### src/design/fsat_pkg.sv
// Package for the flash sector allocation tracker.
// Holds the word types, codes, controller/datapath signal groups and defaults.
// No dependencies.
package fsat_pkg;

    localparam int SECTOR_BYTES_DEF   = 4096;
    localparam int HEADER_SECTORS_DEF = 3;
    localparam int CACHE_ENTRIES_DEF  = 8;
    localparam int ADDRESS_BITS_DEF   = 26;

    localparam logic [31:0] SIGNATURE_WORD  = 32'hc0ffeea5;
    localparam logic [31:0] SIGNATURE_BYTES = 32'd4;
    localparam logic [7:0]  FLAG_BIT        = 8'h01;
    localparam int          FLAG_BYTE_SHIFT = 3;

    typedef enum logic [1:0] {
        FUNC_WRITE  = 2'd0,
        FUNC_READ   = 2'd1,
        FUNC_FLAG   = 2'd2,
        FUNC_FORMAT = 2'd3
    } t_func;

    typedef enum logic [2:0] {
        CMD_READ_FLAG  = 3'd0,
        CMD_ERASE      = 3'd1,
        CMD_WRITE_FLAG = 3'd2,
        CMD_WRITE_DATA = 3'd3,
        CMD_READ_DATA  = 3'd4,
        CMD_REFUSED    = 3'd5,
        CMD_SIGNATURE  = 3'd6
    } t_cmd;

    typedef enum logic [1:0] {
        PH_IDLE,
        PH_WRITE,
        PH_READ_FIRST,
        PH_READ_LAST
    } t_phase;

    typedef enum logic [3:0] {
        S_IDLE,
        S_WLOOK,
        S_WCHECK,
        S_RLOOK,
        S_RCHECK,
        S_ELOOK,
        S_ECHECK,
        S_WREPLY,
        S_FLAGW,
        S_WDATA,
        S_RFREPLY,
        S_RLREPLY,
        S_FMT,
        S_SIG
    } t_state;

    typedef enum logic [2:0] {
        A_SAVED,
        A_FLAG,
        A_SECTOR,
        A_HEADER,
        A_ZERO
    } t_addr_sel;

    typedef struct packed {
        logic [1:0]  func;
        logic [24:0] stream_address;
        logic [15:0] byte_count;
        logic [7:0]  flag_byte;
    } t_in;

    typedef struct packed {
        t_cmd        command;
        logic [25:0] flash_address;
        logic [15:0] data_length;
        logic [31:0] write_value;
        logic        last;
    } t_out;

    typedef struct packed {
        logic      load_item;
        logic      load_req;
        logic      key_end;
        logic      cache_add;
        logic      cache_clear;
        logic      cnt_clr;
        logic      cnt_inc;
        logic      emit;
        t_cmd      cmd;
        t_addr_sel addr_sel;
        logic      last;
    } t_ctl;

    typedef struct packed {
        logic hit;
        logic flag_set;
        logic cnt_done;
    } t_sts;

endpackage

### src/design/flash_sector_allocation_tracker.sv
// Flash sector allocation tracker, one word at a time. busy falls with the last result
// on the ports, so the next word can be accepted while that result is on the ports.
// Each cache lookup takes a look state and then a check state on the registered hit vector.
// Synchronous active-low reset clears cache, ring pointer and phase; receiver cannot stall.
module flash_sector_allocation_tracker #(
    parameter int SECTOR_BYTES   = fsat_pkg::SECTOR_BYTES_DEF,
    parameter int HEADER_SECTORS = fsat_pkg::HEADER_SECTORS_DEF,
    parameter int CACHE_ENTRIES  = fsat_pkg::CACHE_ENTRIES_DEF,
    parameter int ADDRESS_BITS   = fsat_pkg::ADDRESS_BITS_DEF
) (
    input  logic           i_clk,
    input  logic           i_rst_n,
    input  logic           start,
    output logic           busy,
    input  fsat_pkg::t_in  i_in,
    output logic           o_valid,
    output fsat_pkg::t_out o_out
);

    fsat_pkg::t_ctl w_ctl;
    fsat_pkg::t_sts w_sts;

    fsat_ctrl u_ctrl (
        .i_clk   (i_clk),
        .i_rst_n (i_rst_n),
        .i_start (start),
        .i_func  (i_in.func),
        .i_sts   (w_sts),
        .o_busy  (busy),
        .o_ctl   (w_ctl)
    );

    fsat_dp #(
        .SECTOR_BYTES   (SECTOR_BYTES),
        .HEADER_SECTORS (HEADER_SECTORS),
        .CACHE_ENTRIES  (CACHE_ENTRIES),
        .ADDRESS_BITS   (ADDRESS_BITS)
    ) u_dp (
        .i_clk   (i_clk),
        .i_rst_n (i_rst_n),
        .i_in    (i_in),
        .i_ctl   (w_ctl),
        .o_sts   (w_sts),
        .o_valid (o_valid),
        .o_out   (o_out)
    );

endmodule

### src/design/fsat_ctrl.sv
// Controller of the flash sector allocation tracker: sequencer state machine,
// pending request phase and first-byte check flag. Depends on fsat_pkg.
module fsat_ctrl (
    input  logic            i_clk,
    input  logic            i_rst_n,
    input  logic            i_start,
    input  logic [1:0]      i_func,
    input  fsat_pkg::t_sts  i_sts,
    output logic            o_busy,
    output fsat_pkg::t_ctl  o_ctl
);

    fsat_pkg::t_state r_state, n_state;
    fsat_pkg::t_phase r_phase, n_phase;
    logic             r_first_ok, n_first_ok;
    logic             w_accept;
    fsat_pkg::t_func  w_func;

    assign o_busy   = (r_state != fsat_pkg::S_IDLE);
    assign w_accept = i_start && !o_busy;
    assign w_func   = fsat_pkg::t_func'(i_func);

    always_ff @(posedge i_clk) begin
        if (!i_rst_n) begin
            r_state    <= fsat_pkg::S_IDLE;
            r_phase    <= fsat_pkg::PH_IDLE;
            r_first_ok <= 1'b0;
        end else begin
            r_state    <= n_state;
            r_phase    <= n_phase;
            r_first_ok <= n_first_ok;
        end
    end

    // next state
    always_comb begin
        n_state = r_state;
        unique case (r_state)
            fsat_pkg::S_IDLE: begin
                if (w_accept) begin
                    unique case (w_func)
                        fsat_pkg::FUNC_WRITE:  n_state = fsat_pkg::S_WLOOK;
                        fsat_pkg::FUNC_READ:   n_state = fsat_pkg::S_RLOOK;
                        fsat_pkg::FUNC_FORMAT: n_state = fsat_pkg::S_FMT;
                        fsat_pkg::FUNC_FLAG: begin
                            unique case (r_phase)
                                fsat_pkg::PH_WRITE:      n_state = fsat_pkg::S_WREPLY;
                                fsat_pkg::PH_READ_FIRST: n_state = fsat_pkg::S_RFREPLY;
                                fsat_pkg::PH_READ_LAST:  n_state = fsat_pkg::S_RLREPLY;
                                fsat_pkg::PH_IDLE:       n_state = fsat_pkg::S_IDLE;
                            endcase
                        end
                    endcase
                end
            end
            fsat_pkg::S_WLOOK:   n_state = fsat_pkg::S_WCHECK;
            fsat_pkg::S_WCHECK:  n_state = fsat_pkg::S_IDLE;
            fsat_pkg::S_RLOOK:   n_state = fsat_pkg::S_RCHECK;
            fsat_pkg::S_RCHECK:  n_state = i_sts.hit ? fsat_pkg::S_ELOOK : fsat_pkg::S_IDLE;
            fsat_pkg::S_ELOOK:   n_state = fsat_pkg::S_ECHECK;
            fsat_pkg::S_ECHECK:  n_state = fsat_pkg::S_IDLE;
            fsat_pkg::S_WREPLY:  n_state = i_sts.flag_set ? fsat_pkg::S_FLAGW : fsat_pkg::S_WDATA;
            fsat_pkg::S_FLAGW:   n_state = fsat_pkg::S_WDATA;
            fsat_pkg::S_WDATA:   n_state = fsat_pkg::S_IDLE;
            fsat_pkg::S_RFREPLY: n_state = fsat_pkg::S_ELOOK;
            fsat_pkg::S_RLREPLY: n_state = fsat_pkg::S_IDLE;
            fsat_pkg::S_FMT:     n_state = i_sts.cnt_done ? fsat_pkg::S_SIG : fsat_pkg::S_FMT;
            fsat_pkg::S_SIG:     n_state = fsat_pkg::S_IDLE;
            default:             n_state = fsat_pkg::S_IDLE;
        endcase
    end

    // datapath commands
    always_comb begin
        o_ctl           = '0;
        o_ctl.cmd       = fsat_pkg::CMD_READ_FLAG;
        o_ctl.addr_sel  = fsat_pkg::A_ZERO;
        unique case (r_state)
            fsat_pkg::S_IDLE: begin
                o_ctl.load_item = w_accept;
                o_ctl.load_req  = w_accept && (w_func == fsat_pkg::FUNC_WRITE ||
                                               w_func == fsat_pkg::FUNC_READ);
                o_ctl.cnt_clr   = w_accept;
            end
            fsat_pkg::S_WLOOK, fsat_pkg::S_RLOOK: begin
                o_ctl.key_end = 1'b0;
            end
            fsat_pkg::S_WCHECK: begin
                o_ctl.emit     = 1'b1;
                o_ctl.last     = 1'b1;
                o_ctl.cmd      = i_sts.hit ? fsat_pkg::CMD_WRITE_DATA : fsat_pkg::CMD_READ_FLAG;
                o_ctl.addr_sel = i_sts.hit ? fsat_pkg::A_SAVED : fsat_pkg::A_FLAG;
            end
            fsat_pkg::S_RCHECK: begin
                o_ctl.emit     = !i_sts.hit;
                o_ctl.last     = 1'b1;
                o_ctl.cmd      = fsat_pkg::CMD_READ_FLAG;
                o_ctl.addr_sel = fsat_pkg::A_FLAG;
            end
            fsat_pkg::S_ELOOK: begin
                o_ctl.key_end = 1'b1;
            end
            fsat_pkg::S_ECHECK: begin
                o_ctl.key_end = 1'b1;
                o_ctl.emit    = 1'b1;
                o_ctl.last    = 1'b1;
                if (i_sts.hit) begin
                    o_ctl.cmd      = r_first_ok ? fsat_pkg::CMD_READ_DATA
                                                : fsat_pkg::CMD_REFUSED;
                    o_ctl.addr_sel = fsat_pkg::A_SAVED;
                end else begin
                    o_ctl.cmd      = fsat_pkg::CMD_READ_FLAG;
                    o_ctl.addr_sel = fsat_pkg::A_FLAG;
                end
            end
            fsat_pkg::S_WREPLY: begin
                o_ctl.emit     = i_sts.flag_set;
                o_ctl.cmd      = fsat_pkg::CMD_ERASE;
                o_ctl.addr_sel = fsat_pkg::A_SECTOR;
            end
            fsat_pkg::S_FLAGW: begin
                o_ctl.emit     = 1'b1;
                o_ctl.cmd      = fsat_pkg::CMD_WRITE_FLAG;
                o_ctl.addr_sel = fsat_pkg::A_FLAG;
            end
            fsat_pkg::S_WDATA: begin
                o_ctl.cache_add = 1'b1;
                o_ctl.emit      = 1'b1;
                o_ctl.last      = 1'b1;
                o_ctl.cmd       = fsat_pkg::CMD_WRITE_DATA;
                o_ctl.addr_sel  = fsat_pkg::A_SAVED;
            end
            fsat_pkg::S_RFREPLY: begin
                o_ctl.cache_add = !i_sts.flag_set;
            end
            fsat_pkg::S_RLREPLY: begin
                o_ctl.key_end   = 1'b1;
                o_ctl.cache_add = !i_sts.flag_set;
                o_ctl.emit      = 1'b1;
                o_ctl.last      = 1'b1;
                o_ctl.cmd       = (!i_sts.flag_set && r_first_ok) ? fsat_pkg::CMD_READ_DATA
                                                                  : fsat_pkg::CMD_REFUSED;
                o_ctl.addr_sel  = fsat_pkg::A_SAVED;
            end
            fsat_pkg::S_FMT: begin
                o_ctl.emit     = 1'b1;
                o_ctl.cnt_inc  = 1'b1;
                o_ctl.cmd      = fsat_pkg::CMD_ERASE;
                o_ctl.addr_sel = fsat_pkg::A_HEADER;
            end
            fsat_pkg::S_SIG: begin
                o_ctl.emit        = 1'b1;
                o_ctl.last        = 1'b1;
                o_ctl.cache_clear = 1'b1;
                o_ctl.cmd         = fsat_pkg::CMD_SIGNATURE;
                o_ctl.addr_sel    = fsat_pkg::A_ZERO;
            end
            default: begin
                o_ctl.emit = 1'b0;
            end
        endcase
    end

    // pending phase and first-byte result
    always_comb begin
        n_phase    = r_phase;
        n_first_ok = r_first_ok;
        unique case (r_state)
            fsat_pkg::S_IDLE: begin
                if (w_accept && w_func != fsat_pkg::FUNC_FLAG) begin
                    n_phase = fsat_pkg::PH_IDLE;
                end
            end
            fsat_pkg::S_WCHECK: begin
                n_phase = i_sts.hit ? fsat_pkg::PH_IDLE : fsat_pkg::PH_WRITE;
            end
            fsat_pkg::S_RCHECK: begin
                if (i_sts.hit) begin
                    n_first_ok = 1'b1;
                end else begin
                    n_phase = fsat_pkg::PH_READ_FIRST;
                end
            end
            fsat_pkg::S_ECHECK: begin
                n_phase = i_sts.hit ? fsat_pkg::PH_IDLE : fsat_pkg::PH_READ_LAST;
            end
            fsat_pkg::S_RFREPLY: begin
                n_first_ok = !i_sts.flag_set;
            end
            fsat_pkg::S_WDATA, fsat_pkg::S_RLREPLY: begin
                n_phase = fsat_pkg::PH_IDLE;
            end
            default: begin
                n_phase = r_phase;
            end
        endcase
    end

endmodule

### src/design/fsat_dp.sv
// Datapath of the flash sector allocation tracker: saved request, ring cache
// of allocated sectors, header erase counter and result word register.
// Depends on fsat_pkg.
module fsat_dp #(
    parameter int SECTOR_BYTES   = fsat_pkg::SECTOR_BYTES_DEF,
    parameter int HEADER_SECTORS = fsat_pkg::HEADER_SECTORS_DEF,
    parameter int CACHE_ENTRIES  = fsat_pkg::CACHE_ENTRIES_DEF,
    parameter int ADDRESS_BITS   = fsat_pkg::ADDRESS_BITS_DEF
) (
    input  logic            i_clk,
    input  logic            i_rst_n,
    input  fsat_pkg::t_in   i_in,
    input  fsat_pkg::t_ctl  i_ctl,
    output fsat_pkg::t_sts  o_sts,
    output logic            o_valid,
    output fsat_pkg::t_out  o_out
);

    localparam int SECTOR_SHIFT = $clog2(SECTOR_BYTES);
    localparam int SEC_W  = (ADDRESS_BITS > SECTOR_SHIFT) ? ADDRESS_BITS - SECTOR_SHIFT : 1;
    localparam int PTR_W  = (CACHE_ENTRIES > 1) ? $clog2(CACHE_ENTRIES) : 1;
    localparam int CNT_W  = (HEADER_SECTORS > 1) ? $clog2(HEADER_SECTORS) : 1;
    localparam logic [32:0] HDR_OFFSET = 33'(SECTOR_BYTES * HEADER_SECTORS);

    logic [ADDRESS_BITS-1:0] r_saddr;
    logic [15:0]             r_slen;
    logic [ADDRESS_BITS-1:0] r_end;
    logic [7:0]              r_fbyte;
    logic [SEC_W-1:0]        r_cache [CACHE_ENTRIES];
    logic [CACHE_ENTRIES-1:0] r_hit_vec;
    logic [PTR_W-1:0]        r_ptr;
    logic [CNT_W-1:0]        r_cnt;
    logic                    r_valid;
    fsat_pkg::t_out          r_out, n_out;

    logic [ADDRESS_BITS-1:0] w_key_addr;
    logic [31:0]             w_key_sec;
    logic [7:0]              w_mask;
    logic [31:0]             w_addr;

    assign w_key_addr = i_ctl.key_end ? r_end : r_saddr;
    assign w_key_sec  = 32'(w_key_addr) >> SECTOR_SHIFT;
    assign w_mask     = fsat_pkg::FLAG_BIT << w_key_sec[2:0];

    assign o_sts.hit      = |r_hit_vec;
    assign o_sts.flag_set = (r_fbyte & w_mask) != 8'd0;
    assign o_sts.cnt_done = (r_cnt == CNT_W'(HEADER_SECTORS - 1));

    // request registers
    always_ff @(posedge i_clk) begin
        if (i_ctl.load_req) begin
            r_saddr <= ADDRESS_BITS'(33'(i_in.stream_address) + HDR_OFFSET);
            r_slen  <= i_in.byte_count;
        end
        if (i_ctl.load_item) begin
            r_fbyte <= i_in.flag_byte;
        end
        // a zero length wraps to start minus one
        r_end <= ADDRESS_BITS'(33'(r_saddr) + 33'(r_slen) - 33'd1);
    end

    // ring cache and lookup
    always_ff @(posedge i_clk) begin
        if (!i_rst_n) begin
            r_ptr <= '0;
            for (int i = 0; i < CACHE_ENTRIES; i++) begin
                r_cache[i] <= '0;
            end
        end else if (i_ctl.cache_clear) begin
            r_ptr <= '0;
            for (int i = 0; i < CACHE_ENTRIES; i++) begin
                r_cache[i] <= '0;
            end
        end else if (i_ctl.cache_add) begin
            r_cache[r_ptr] <= w_key_sec[SEC_W-1:0];
            r_ptr <= (r_ptr == PTR_W'(CACHE_ENTRIES - 1)) ? '0 : r_ptr + 1'b1;
        end
    end

    always_ff @(posedge i_clk) begin
        for (int i = 0; i < CACHE_ENTRIES; i++) begin
            r_hit_vec[i] <= (r_cache[i] == w_key_sec[SEC_W-1:0]);
        end
    end

    always_ff @(posedge i_clk) begin
        if (!i_rst_n) begin
            r_cnt <= '0;
        end else if (i_ctl.cnt_clr) begin
            r_cnt <= '0;
        end else if (i_ctl.cnt_inc) begin
            r_cnt <= r_cnt + 1'b1;
        end
    end

    // result word
    always_comb begin
        unique case (i_ctl.addr_sel)
            fsat_pkg::A_SAVED:  w_addr = 32'(r_saddr);
            fsat_pkg::A_FLAG:   w_addr = (w_key_sec >> fsat_pkg::FLAG_BYTE_SHIFT)
                                         + fsat_pkg::SIGNATURE_BYTES;
            fsat_pkg::A_SECTOR: w_addr = w_key_sec << SECTOR_SHIFT;
            fsat_pkg::A_HEADER: w_addr = 32'(ADDRESS_BITS'(32'(r_cnt) << SECTOR_SHIFT));
            default:            w_addr = 32'd0;
        endcase
    end

    always_comb begin
        n_out               = '0;
        n_out.command       = i_ctl.cmd;
        n_out.flash_address = w_addr[25:0];
        n_out.last          = i_ctl.last;
        unique case (i_ctl.cmd)
            fsat_pkg::CMD_WRITE_DATA,
            fsat_pkg::CMD_READ_DATA:  n_out.data_length = r_slen;
            fsat_pkg::CMD_WRITE_FLAG: n_out.write_value = 32'(r_fbyte & ~w_mask);
            fsat_pkg::CMD_SIGNATURE:  n_out.write_value = fsat_pkg::SIGNATURE_WORD;
            default:                  n_out.data_length = 16'd0;
        endcase
    end

    always_ff @(posedge i_clk) begin
        if (!i_rst_n) begin
            r_valid <= 1'b0;
        end else begin
            r_valid <= i_ctl.emit;
        end
        if (i_ctl.emit) begin
            r_out <= n_out;
        end
    end

    assign o_valid = r_valid;
    assign o_out   = r_out;

endmodule

### config.mk
export PLATFORM = sky130hd
export DESIGN_NAME = flash_sector_allocation_tracker
export DESIGN_NICKNAME = d
export VERILOG_FILES = /design/src/design/fsat_pkg.sv /design/src/design/flash_sector_allocation_tracker.sv /design/src/design/fsat_ctrl.sv /design/src/design/fsat_dp.sv
export SDC_FILE = /design/constraint.sdc
export NUM_CORES = 1
export LEC_CHECK = 0
export BUFFER_PORTS_ARGS = -buffer_cell sky130_fd_sc_hd__buf_2
export CORE_ASPECT_RATIO = 1.4
export CORE_UTILIZATION = 55
export CTS_CLUSTER_DIAMETER = 60
export CTS_CLUSTER_SIZE = 10
export DETAILED_ROUTE_END_ITERATION = 8
export PLACE_DENSITY = 0.75
export SETUP_SLACK_MARGIN = 0.2
export SLEW_MARGIN = 20
export SYNTH_ARGS = -nofsm -noshare
export SYNTH_HDL_FRONTEND = slang
export SYNTH_HIERARCHICAL = 1
export SYNTH_SLANG_ARGS = --single-unit
### constraint.sdc
create_clock -name i_clk -period 6.6 [get_ports i_clk]
set_input_delay 0.99 -clock i_clk [delete_from_list [all_inputs] [get_ports i_clk]]
set_output_delay 0.99 -clock i_clk [all_outputs]
set_load 0.02 [all_outputs]
==> results_dict.tcl <==
set metrics [dict create \
    status "finished, final reports clean" \
    die_w_um 130.4 \
    synth_compound_area_share_pct 7.331 \
    dp_hpwl_mm 18.45 \
    crit_required_ps 6760 \
    fp.dieArea_sq_um 23710 \
    grt_pass1_vias 8384 \
    multi_input_area_sq_um 4838 \
    register_area_sq_um 7217 \
    yosys.area.top_type "edfxtp_1" \
    ctsResizeCount 0 \
    powerDensity_nw_per_um2 282.9 \
    instances_no_fill 1562 \
    drt_iter0_drc 546 \
    grt_antenna_before_repair 0 \
    hold_viol_final 0 \
    clock_latency_ps 540 \
    drtAntennaViolNets 0 \
    endpoint_kind "flop" \
    ys.flop_type "edfxtp_1" \
    whs_ps 492.7 \
    yosys.area_share.simple_pct 14.04 \
    synthMuxAreaShare_pct 1.754 \
    r2r_start "u_ctrl/r_state[0]$_SDFFE_PN0P_" \
    synth-adder-area-share_pct 4.237 \
    cts_num_sinks 252 \
    peakVddDrop_mv 0.2293 \
    leakage_nw 5.740 \
    layout-drive-gt1-share_pct 16.10 \
    drt_first_pass_iters 5 \
    drc_errors 0 \
    yosysWarnings 6 \
    fin_skew_ps 19.60 \
    maxSlewViolCount 0 \
    numCtsBuffers 29 \
    final.period_utilization_pct 83.49 \
    clk_path_buf_depth 3 \
    dpl-instance-area_sq_um 13490 \
    synthTopCellsByArea "edfxtp_1, dfxtp_1, xor2_1" \
    cts_max_level 1 \
    fin_nets 1337 \
    max_freq_ghz 0.1815 \
    critPathKind "flop to flop" \
    setup_tns_ps 0 \
    worst_pin_slew_ps 1079 \
    synth_seq_cells 252 \
    coreArea_sq_um 22610 \
    dpl.cell_count 1509 \
    async_flop_share_pct 0 \
    ctsRootBufferMaster "clkbuf_16" \
    synth_edf_count 217 \
    grt_setup_unrepaired "false" \
    finalCriticalPeriod_ps 5511 \
    start_util_pct 56.16 \
    crit_fanout 22 \
    cts.clk_slew.worst_paths_ps 50 \
    netlist_area_sq_um 12700 \
    ios 134 \
    cap_violations 0 \
    hold_class "flop to flop" \
    grt_pass1_wl_mm 42.42 \
    fillers 1790 \
    ys_seq_area_share_pct 56.83 \
    place_congestion 0.9026 \
    synth_cell_types 70 \
    finalSetupViolCount 0 \
    yosysMostFrequentCell "edfxtp_1" \
    synthCells 1138 \
    grt_overflow 0 \
    min_from "u_ctrl/r_phase[0]$_SDFFE_PN0P_" \
    synth_top_family_by_area "simple AND/OR/NAND/NOR gates" \
    wl_per_cell_um 17.02 \
    wl_mm 26.59 \
    vias_per_cell 5.484 \
    fin_area_sq_um 14350 \
    relSlewSlack_pct 27.95 \
    grtUsageTotal_pct 23.32 \
    vias 8566 \
    cts_tree "yes" \
    row_count 65 \
    startpoint_type "flop" \
    avgSynthCellArea_sq_um 11.16 \
    synth_top_cell_area_share_pct 51.32 \
    critPathLaunch "u_ctrl/r_state[0]$_SDFFE_PN0P_" \
    antenna_cells 0 \
    io_buffers 125 \
    ctsHoldBuffers 0 \
    cp_data_arrival_time_ps 5670 \
    die_h_um 181.8 \
    ys_top_cells_by_count "edfxtp_1, nor2_1, inv_1" \
    areaGrowthSynthToFinish_pct 12.99 \
    grt_max_degree 43 \
    synthXorXnorAreaFrac_pct 9.932 \
    post_cts_buffers 0 \
]
## registers in the layout (all words and copies together), names as in the netlist
signal,flops
u_ctrl/r_first_ok,1
u_ctrl/r_phase,2
u_ctrl/r_state,4
u_dp/o_out,55
u_dp/o_valid,1
u_dp/r_cache,112
u_dp/r_cnt,2
u_dp/r_end,14
u_dp/r_fbyte,8
u_dp/r_hit_vec,8
u_dp/r_ptr,3
u_dp/r_saddr,26
u_dp/r_slen,16
## final cells by class
class	count	share of cell area [%]
Timing Repair Buffer	141	5.285
Clock buffer	51	5.782
Inverter	86	2.250
Sequential cell	252	50.30
Tap cell	301	2.625
Clock inverter	1	0.03488
Multi-Input combinational cell	730	33.72
## worst max-delay path, cell delays in order, from the launching register on
cell	delay, ps
dfxtp_1	790
nand2b_1	350
o22ai_2	310
buf_4	390
mux2i_4	590
o21ai_0	360
a2111oi_1	560
buf_4	250
nor2b_1	340
nand4_1	530
nand2_1	660
## routing by layer
| metal | routed length, um | track usage, % | vias up |
|---|---|---|---|
| met2 | 13820 | 39.85 | 274 |
| met5 | 0 | 0 | - |
| met4 | 986 | 11.08 | 0 |
| li1 | - | - | 4128 |
| met3 | 1443 | 3.447 | 71 |
| met1 | 10340 | 28.73 | 4093 |
## where the power goes
part,leakage [nW],internal (mW),switching (mW),total [mW]
sequential,2.45,1.88,0.0883,1.97
clock,0.398,0.839,0.577,1.42
combinational,2.90,0.238,0.433,0.671
total,5.74,2.96,1.10,4.06
## cells by family (layout without fill, tap and decap cells)
group	count (synthesis)	after routing
mux	16	16
fa+ha+maj	43	43
compound gates	139	139
xor+xnor	144	144
other cells	1	8
buf+inv	163	279
simple gates	380	380
flops	252	252
## metrics by stage
| step | worst slack [ps] | utilization (%) | power, mW |
|---|---|---|---|
| after global routing | 783.0 | 63.46 | 4.227 |
| after CTS | 1166 | 63.35 | 4.084 |
| after detailed placement | 1188 | 59.66 | 2.669 |
| final | 1089 | 63.46 | 4.059 |
| after floorplan | 508.0 | - | 2.472 |
| after global placement | 1327 | 59.66 | 2.658 |
## layout by cell type, fill, tap and decap left out, types with 10 or more instances in the layout
cell type and n:
nor2_1 175, xnor2_1 64, nand3_1 23, clkbuf_16 30, a21oi_1 26, ha_1 43, nor4_1 15, nor3_1 10
xor2_1 80, inv_1 85, dfxtp_1 35, nand4_1 24, nand2_1 68, buf_4 15, edfxtp_1 217, a211oi_1 16
o21ai_0 33, and2_1 21, a31oi_1 10, clkbuf_1 21, buf_2 125
## path summary, 6_finish.rpt
check / cells after the start / endpoint / slack (ps)
worst max-delay path: 10 / u_dp/r_cache[3][4]$_SDFFCE_PN0P_ / 1090
worst min-delay path: 2 / u_ctrl/r_phase[0]$_SDFFE_PN0P_ / 490
worst max register to register: 10 / u_dp/r_cache[3][4]$_SDFFCE_PN0P_ / 1090
worst min register to register: 2 / u_ctrl/r_phase[0]$_SDFFE_PN0P_ / 490
Note: power is estimated with default switching activity, not from simulation.
